==> config.mk <==
export PLATFORM = sky130hd
export DESIGN_NAME = pid_with_anti_windup_flat
export DESIGN_NICKNAME = d
export VERILOG_FILES = /design/src/rtl/paw_pkg.sv /design/src/rtl/paw_if.sv /design/src/rtl/pid_with_anti_windup.sv /design/src/flat_wrapper.sv
export SDC_FILE = /design/constraint.sdc
export NUM_CORES = 2
export LEC_CHECK = 0
export BUFFER_PORTS_ARGS = -buffer_cell sky130_fd_sc_hd__buf_4
export CORE_MARGIN = 2
export CORE_UTILIZATION = 55
export CTS_CLUSTER_SIZE = 24
export DETAILED_ROUTE_END_ITERATION = 16
export PLACE_DENSITY = 0.71
export SLEW_MARGIN = 25
export SYNTH_ARGS = -nofsm -noshare
export SYNTH_HDL_FRONTEND = slang
export SYNTH_SLANG_ARGS = --single-unit
==> constraint.sdc <==
create_clock -name clk -period 15.6 [get_ports clk]
set_input_delay 0 -clock clk [delete_from_list [all_inputs] [get_ports clk]]
set_output_delay 0 -clock clk [all_outputs]
set_load 0.01 [all_outputs]
==> src/rtl/paw_pkg.sv <==
// Package: shared constants and register codes of the PID controller.
`timescale 1ns / 1ps
package paw_pkg;

  // Default widths of the error sample and of the running integral
  localparam int ERR_WIDTH_DEF = 16;
  localparam int ACC_WIDTH_DEF = 32;

  // Fixed widths of gains, limits and drive output
  localparam int GAIN_WIDTH  = 16;
  localparam int DRIVE_WIDTH = 16;
  localparam int FRAC_BITS   = 8;

  // Configuration port
  localparam int APB_ADDR_WIDTH = 5;
  localparam int APB_DATA_WIDTH = 32;

  // Register indexes (byte address = 4 * index)
  typedef enum logic [2:0] {
    REG_GAIN_P    = 3'd0,
    REG_GAIN_I    = 3'd1,
    REG_GAIN_D    = 3'd2,
    REG_OUT_UPPER = 3'd3,
    REG_OUT_LOWER = 3'd4
  } reg_idx_t;

  // Register reset values
  localparam logic [GAIN_WIDTH-1:0]  GAIN_P_RST    = 16'd384;
  localparam logic [GAIN_WIDTH-1:0]  GAIN_I_RST    = 16'd26;
  localparam logic [GAIN_WIDTH-1:0]  GAIN_D_RST    = 16'd128;
  localparam logic [DRIVE_WIDTH-1:0] OUT_UPPER_RST = 16'h7FFF;
  localparam logic [DRIVE_WIDTH-1:0] OUT_LOWER_RST = 16'h8000;

endpackage

==> src/rtl/paw_if.sv <==
// Interfaces: error sample channel and drive result channel.
`timescale 1ns / 1ps
interface paw_err_if #(
  parameter int W = 16
) ();
  logic                valid;
  logic                ready;
  logic signed [W-1:0] err_sample;

  modport source (output valid, output err_sample, input ready);
  modport sink   (input valid, input err_sample, output ready);
endinterface

interface paw_drive_if ();
  logic               valid;
  logic               ready;
  logic signed [15:0] drive_value;
  logic               clamped;

  modport source (output valid, output drive_value, output clamped, input ready);
  modport sink   (input valid, input drive_value, input clamped, output ready);
endinterface

==> src/rtl/pid_with_anti_windup.sv <==
// Top level: PID controller with conditional-integration anti-windup.
// An accepted error item passes through the input register, then the result register,
//   to its drive item; the integral and prior error update with the result.
// Throughput: one item per cycle unless the drive channel stalls; the single-pass arithmetic
//   between the two registers (three multiplies, sum, clamp) closes the integral loop each cycle.
// Reset (rst, synchronous): clears both valid flags, integral and prior error,
//   and loads the gain and limit registers with their defaults.
`timescale 1ns / 1ps
module pid_with_anti_windup
  import paw_pkg::*;
#(
  parameter int ERR_WIDTH = ERR_WIDTH_DEF,
  parameter int ACC_WIDTH = ACC_WIDTH_DEF
) (
  input  logic                      clk,
  input  logic                      rst,
  // configuration port
  input  logic                      psel,
  input  logic                      penable,
  input  logic                      pwrite,
  input  logic [APB_ADDR_WIDTH-1:0] paddr,
  input  logic [APB_DATA_WIDTH-1:0] pwdata,
  output logic [APB_DATA_WIDTH-1:0] prdata,
  output logic                      pready,
  // item channels
  paw_err_if.sink                   err,
  paw_drive_if.source               drive
);

  // Derived widths
  localparam int SAT_W  = ((ACC_WIDTH > ERR_WIDTH) ? ACC_WIDTH : ERR_WIDTH) + 1;
  localparam int DER_W  = ERR_WIDTH + 1;
  localparam int PP_W   = GAIN_WIDTH + ERR_WIDTH;
  localparam int PI_W   = GAIN_WIDTH + ACC_WIDTH;
  localparam int PD_W   = GAIN_WIDTH + DER_W;
  localparam int SUM_W  = ((PI_W > PD_W) ? PI_W : PD_W) + 2;
  localparam int Y_W    = SUM_W - FRAC_BITS;

  // Integral bounds at the saturation width
  localparam logic signed [SAT_W-1:0] ACC_MAX =
    {{(SAT_W - ACC_WIDTH + 1){1'b0}}, {(ACC_WIDTH - 1){1'b1}}};
  localparam logic signed [SAT_W-1:0] ACC_MIN = ~ACC_MAX;

  // Configuration registers
  logic signed [GAIN_WIDTH-1:0]  gain_p, gain_i, gain_d;
  logic signed [DRIVE_WIDTH-1:0] out_upper, out_lower;
  logic                          cfg_wr;
  logic [2:0]                    cfg_idx;

  assign pready  = 1'b1;
  assign cfg_idx = paddr[4:2];
  assign cfg_wr  = psel && penable && pwrite && pready;

  always_ff @(posedge clk) begin
    if (rst) begin
      gain_p    <= GAIN_P_RST;
      gain_i    <= GAIN_I_RST;
      gain_d    <= GAIN_D_RST;
      out_upper <= OUT_UPPER_RST;
      out_lower <= OUT_LOWER_RST;
    end else if (cfg_wr) begin
      case (cfg_idx)
        REG_GAIN_P:    gain_p    <= pwdata[GAIN_WIDTH-1:0];
        REG_GAIN_I:    gain_i    <= pwdata[GAIN_WIDTH-1:0];
        REG_GAIN_D:    gain_d    <= pwdata[GAIN_WIDTH-1:0];
        REG_OUT_UPPER: out_upper <= pwdata[DRIVE_WIDTH-1:0];
        REG_OUT_LOWER: out_lower <= pwdata[DRIVE_WIDTH-1:0];
        default: ;
      endcase
    end
  end

  // Register read-back, sign extended to the bus
  always_comb begin
    case (cfg_idx)
      REG_GAIN_P:    prdata = APB_DATA_WIDTH'(gain_p);
      REG_GAIN_I:    prdata = APB_DATA_WIDTH'(gain_i);
      REG_GAIN_D:    prdata = APB_DATA_WIDTH'(gain_d);
      REG_OUT_UPPER: prdata = APB_DATA_WIDTH'(out_upper);
      REG_OUT_LOWER: prdata = APB_DATA_WIDTH'(out_lower);
      default:       prdata = '0;
    endcase
  end

  // Handshake: input register advances when it is empty or the result register is free or drains
  logic                        in_valid;
  logic signed [ERR_WIDTH-1:0] in_err;
  logic                        out_valid;
  logic                        advance;

  assign advance   = !out_valid || drive.ready;
  assign err.ready = !in_valid || advance;

  always_ff @(posedge clk) begin
    if (rst) begin
      in_valid <= 1'b0;
    end else if (err.ready) begin
      in_valid <= err.valid;
    end
  end

  always_ff @(posedge clk) begin
    if (err.valid && err.ready) begin
      in_err <= err.err_sample;
    end
  end

  // Loop state
  logic signed [ACC_WIDTH-1:0] integral_sum, integral_sum_next;
  logic signed [ERR_WIDTH-1:0] prior_error;

  // Saturating integral update
  logic signed [SAT_W-1:0] int_raw;
  logic signed [ACC_WIDTH-1:0] int_sat;

  always_comb begin
    int_raw = SAT_W'(integral_sum) + SAT_W'(in_err);
    if (int_raw > ACC_MAX) begin
      int_sat = ACC_MAX[ACC_WIDTH-1:0];
    end else if (int_raw < ACC_MIN) begin
      int_sat = ACC_MIN[ACC_WIDTH-1:0];
    end else begin
      int_sat = int_raw[ACC_WIDTH-1:0];
    end
  end

  // Three products and their sum
  logic signed [DER_W-1:0] deriv;
  logic signed [PP_W-1:0]  p_prop;
  logic signed [PI_W-1:0]  p_int;
  logic signed [PD_W-1:0]  p_der;
  logic signed [SUM_W-1:0] sum;
  logic signed [Y_W-1:0]   y;
  logic signed [Y_W-1:0]   hi_x, lo_x;

  assign deriv  = DER_W'(in_err) - DER_W'(prior_error);
  assign p_prop = PP_W'(gain_p) * PP_W'(in_err);
  assign p_int  = PI_W'(gain_i) * PI_W'(int_sat);
  assign p_der  = PD_W'(gain_d) * PD_W'(deriv);
  assign sum    = SUM_W'(p_prop) + SUM_W'(p_int) + SUM_W'(p_der);
  // arithmetic shift floors the sum of the Q8.8-gain products to an integer
  assign y      = Y_W'(sum >>> FRAC_BITS);
  assign hi_x   = Y_W'(out_upper);
  assign lo_x   = Y_W'(out_lower);

  // Clamp, upper test first
  logic signed [DRIVE_WIDTH-1:0] drive_next;
  logic                          clip;

  always_comb begin
    priority if (y > hi_x) begin
      drive_next = out_upper;
      clip       = 1'b1;
    end else if (y < lo_x) begin
      drive_next = out_lower;
      clip       = 1'b1;
    end else begin
      drive_next = y[DRIVE_WIDTH-1:0];
      clip       = 1'b0;
    end
  end

  // A clamped sample is not integrated
  assign integral_sum_next = clip ? integral_sum : int_sat;

  always_ff @(posedge clk) begin
    if (rst) begin
      integral_sum <= '0;
      prior_error  <= '0;
    end else if (in_valid && advance) begin
      integral_sum <= integral_sum_next;
      prior_error  <= in_err;
    end
  end

  // Result register
  logic signed [DRIVE_WIDTH-1:0] drive_r;
  logic                          clamped_r;

  always_ff @(posedge clk) begin
    if (rst) begin
      out_valid <= 1'b0;
    end else if (advance) begin
      out_valid <= in_valid;
    end
  end

  always_ff @(posedge clk) begin
    if (in_valid && advance) begin
      drive_r   <= drive_next;
      clamped_r <= clip;
    end
  end

  assign drive.valid       = out_valid;
  assign drive.drive_value = drive_r;
  assign drive.clamped     = clamped_r;

endmodule
==> src/flat_wrapper.sv <==
// flat-port wrapper written by rule: the top's interface ports become plain ports
module pid_with_anti_windup_flat import paw_pkg::*;
#(
  parameter int ERR_WIDTH = ERR_WIDTH_DEF,
  parameter int ACC_WIDTH = ACC_WIDTH_DEF
)
  (clk, rst, psel, penable, pwrite, paddr, pwdata, prdata, pready, err_valid, err_err_sample, err_ready, drive_valid, drive_drive_value, drive_clamped, drive_ready);
  paw_err_if err_i ();
  paw_drive_if drive_i ();
  input  logic clk;
  input  logic rst;
  input  logic psel;
  input  logic penable;
  input  logic pwrite;
  input  logic [APB_ADDR_WIDTH-1:0] paddr;
  input  logic [APB_DATA_WIDTH-1:0] pwdata;
  output logic [APB_DATA_WIDTH-1:0] prdata;
  output logic pready;
  input wire logic [$bits(err_i.valid)-1:0] err_valid;
  input wire logic [$bits(err_i.err_sample)-1:0] err_err_sample;
  output wire logic [$bits(err_i.ready)-1:0] err_ready;
  output wire logic [$bits(drive_i.valid)-1:0] drive_valid;
  output wire logic [$bits(drive_i.drive_value)-1:0] drive_drive_value;
  output wire logic [$bits(drive_i.clamped)-1:0] drive_clamped;
  input wire logic [$bits(drive_i.ready)-1:0] drive_ready;
  assign err_i.valid = err_valid;
  assign err_i.err_sample = err_err_sample;
  assign err_ready = err_i.ready;
  assign drive_valid = drive_i.valid;
  assign drive_drive_value = drive_i.drive_value;
  assign drive_clamped = drive_i.clamped;
  assign drive_i.ready = drive_ready;
  pid_with_anti_windup #(.ERR_WIDTH(ERR_WIDTH), .ACC_WIDTH(ACC_WIDTH)) u_core (.clk(clk), .rst(rst), .psel(psel), .penable(penable), .pwrite(pwrite), .paddr(paddr), .pwdata(pwdata), .prdata(prdata), .pready(pready), .err(err_i), .drive(drive_i));
endmodule
==> results.py <==
metrics = {
    "min_path": {
        "min_path_type": "in -> reg",
    },
    "placement": {
        "port_buffers": 92,
        "globalplace.congestion": 1.02,
        "place.detailed.hpwl_mm": 116,
    },
    "sta": {
        "rsz0062_at_grt": "no",
        "fin_crit_ns": 14.54,
        "maxSlewViolCount": 0,
        "tightestPinTransition_ns": 1.12,
        "min_period_over_period_pct": 93.2,
        "final_hold_viol_count": 0,
        "max_freq_mhz": 68.8,
        "slew_headroom_pct": 25.2,
        "setup_violations": 0,
        "fin_setup_tns_ns": 0,
        "clock_skew_ns": 0.0174,
    },
    "synthesis": {
        "syn_inst": 5540,
        "async_flop_share_pct": 0,
        "synth_top_area_cell": "fa_1",
        "synth_top_area_share_pct": 49.3,
        "synth.avg_cell_area_um2": 9.20,
        "ys_seq_area_share_pct": 7.05,
        "synth_nets": 7212,
        "synth_top_flop_cell": "dfxtp_1",
        "synth_cell_types": 78,
        "ys_ff_latch": 163,
        "syn-cell-area_um2": 51000,
        "synth_area_leaders": "fa_1 (49%), inv_1 (9.6%), ha_1 (8.8%), nand2_1 (6.4%), dfxtp_1 (5.1%)",
        "synth-edff-count": 33,
        "yosysWarnings": 0,
    },
    "die": {
        "rows": 111,
        "initial_utilization_pct": 55.5,
        "die_w_um": 308,
        "core-area_um2": 91800,
        "die_height_um": 308,
        "dieArea_um2": 95100,
        "io_pins": 112,
    },
    "clock_tree": {
        "htreeDepth": 4,
        "cts-root-buf": "clkbuf_16",
        "clk_latency_ns": 0.52,
        "cts_tree": "done",
        "post_cts_buffers": 0,
        "cts.sinks": 163,
        "path_clk_slew_ns": 0.07,
        "cts_buffers": 17,
        "clk_path_buf_depth": 2,
    },
    "critical_path": {
        "cp-start-kind": "flop",
        "cp.arrival_ns": 14.95,
        "cp_max_fo": 19,
        "crit_slowest_cell": "edfxtp_1",
        "end_kind": "flop",
        "critPathKind": "reg -> reg",
        "crit_top_cell": "fa_1",
        "worstPathRequired_ns": 16.01,
        "slowest_delay_ns": 0.74,
    },
    "detailed_routing": {
        "drc": 0,
        "ant_nets": 0,
        "drtPass1Iterations": 5,
        "viasPerCell": 5.50,
        "drt_iter0_drc": 3134,
        "vias": 37320,
        "wl_per_cell_um": 20.5,
        "drt-total-wl_mm": 139,
    },
    "layout": {
        "syn_to_final_growth_pct": 5.80,
        "layout_common_cells": "inv_1 (1304), fa_1 (1252), nand2_1 (875)",
        "register_area_um2": 3600,
        "multi_input_area_um2": 41300,
        "layout-drive-gt1-share_pct": 5.81,
        "fin_nets": 7200,
        "fillers": 7987,
        "final_common_cell": "inv_1",
    },
    "outcome": {
        "outcome": "finished clean",
    },
    "global_routing": {
        "grt_pass1_vias": 39922,
        "overflow": 0,
        "grt_usage_pct": 31.5,
        "grt_antenna_before_repair": 3,
        "grt_max_degree": 66,
        "grt_first_pass_wirelength_mm": 227,
    },
    "flow_run": {
        "cap_viol_max_count": 0,
    },
}
==> through the flow <==
stage	hold slack (ns)	instance area (um^2)	util [%]	cells	worst slack, ns
2_1_floorplan	0.0989	51000	-	5540	2.42
3_3_place_gp	0.179	52900	57.6	6714	1.50
3_5_place_dp	0.179	52900	57.6	6714	1.37
4_1_cts	0.0160	53900	58.7	6784	1.29
5_1_grt	0.0610	53900	58.7	6784	0.172
6_report	0.0467	53900	58.7	6785	1.06
==> metal layers <==
metal  global-route usage [%]  share of wire (%)
met5                        0             0.0093
met4                     9.05                3.1
met3                     9.10                 11
met2                     48.3                 45
met1                     43.7                 41
==> worst paths after layout <==
path | start | endpoint | slack (ns) | cells past startpoint
setup / recovery | u_core.in_err[15] | u_core.integral_sum[30] | 1.06 | 46
setup reg to reg | u_core.in_err[15] | u_core.integral_sum[30] | 1.06 | 46
hold / removal | paddr[2] | u_core.out_upper[0] | 0.05 | 4
hold reg to reg | u_core.gain_i[7] | u_core.gain_i[7] | 0.45 | 2
==> final cells by class <==
cell class	instances	area share, %
diodes	1	0.00464
flip-flops and latches	163	6.68
inverters	1307	9.10
repair buffers	245	3.59
clock inverters	13	0.251
clock buffers	19	0.842
multi-input cells	3794	76.6
well taps	1243	2.88
==> sequential cells by signal, summed over array words and instances (netlist names) <==
name	cells
u_core.in_valid	1
u_core.out_upper	16
u_core.gain_i	16
u_core.drive.valid	1
u_core.drive.drive_value	16
u_core.in_err	16
u_core.gain_p	16
u_core.gain_d	16
u_core.drive.clamped	1
u_core.out_lower	16
u_core.integral_sum	32
u_core.prior_error	16
==> kinds of logic (layout without fill, tap and decap cells) <==
group / after synthesis / after routing / synth area share (%)
AO/OA/AOI/OAI: 532 / 532 / 6.86
XOR/XNOR: 84 / 84 / 1.44
adder cells (fa/ha/maj): 1613 / 1613 / 58.1
buffers and inverters: 1583 / 1584 / 12.0
flip-flops: 163 / 163 / 7.05
multiplexers: 31 / 31 / 0.646
other: 1 / 2 / 0.00736
AND/OR/NAND/NOR: 1533 / 1533 / 13.9
==> repair_timing <==
action / 4_1_cts / 5_1_grt
resized for setup: 0 / 0
hold buffers: 38 / 0
hold endpoints to repair: 115 / 0
==> cell usage after synthesis (27+ instances only) <==
master	instances
inv_1	1305
fa_1	1254
nand2_1	875
ha_1	358
and2_1	333
clkbuf_1	205
a21oi_1	162
dfxtp_1	130
nor2_1	105
o21ai_0	81
xnor2_1	60
a21o_1	55
nor2b_1	46
nand2b_1	39
nand3_1	39
o21a_1	36
a22oi_1	33
edfxtp_1	33
buf_4	30
nand4_1	30
and3_1	27
==> critical path: cells and delay by family (launching register included) <==
| family | cells | cell delay (ns) |
|---|---|---|
| compound gates | 15 | 4.27 |
| xor+xnor | 1 | 0.24 |
| fa+ha+maj | 12 | 6.02 |
| buf+inv | 5 | 0.75 |
| flops | 1 | 0.74 |
| mux | 1 | 0.12 |
| simple gates | 12 | 2.23 |
Power is left out: the tool's default activity adds up to more than one toggle a clock period on the data nets, which glitch-free logic cannot reach.
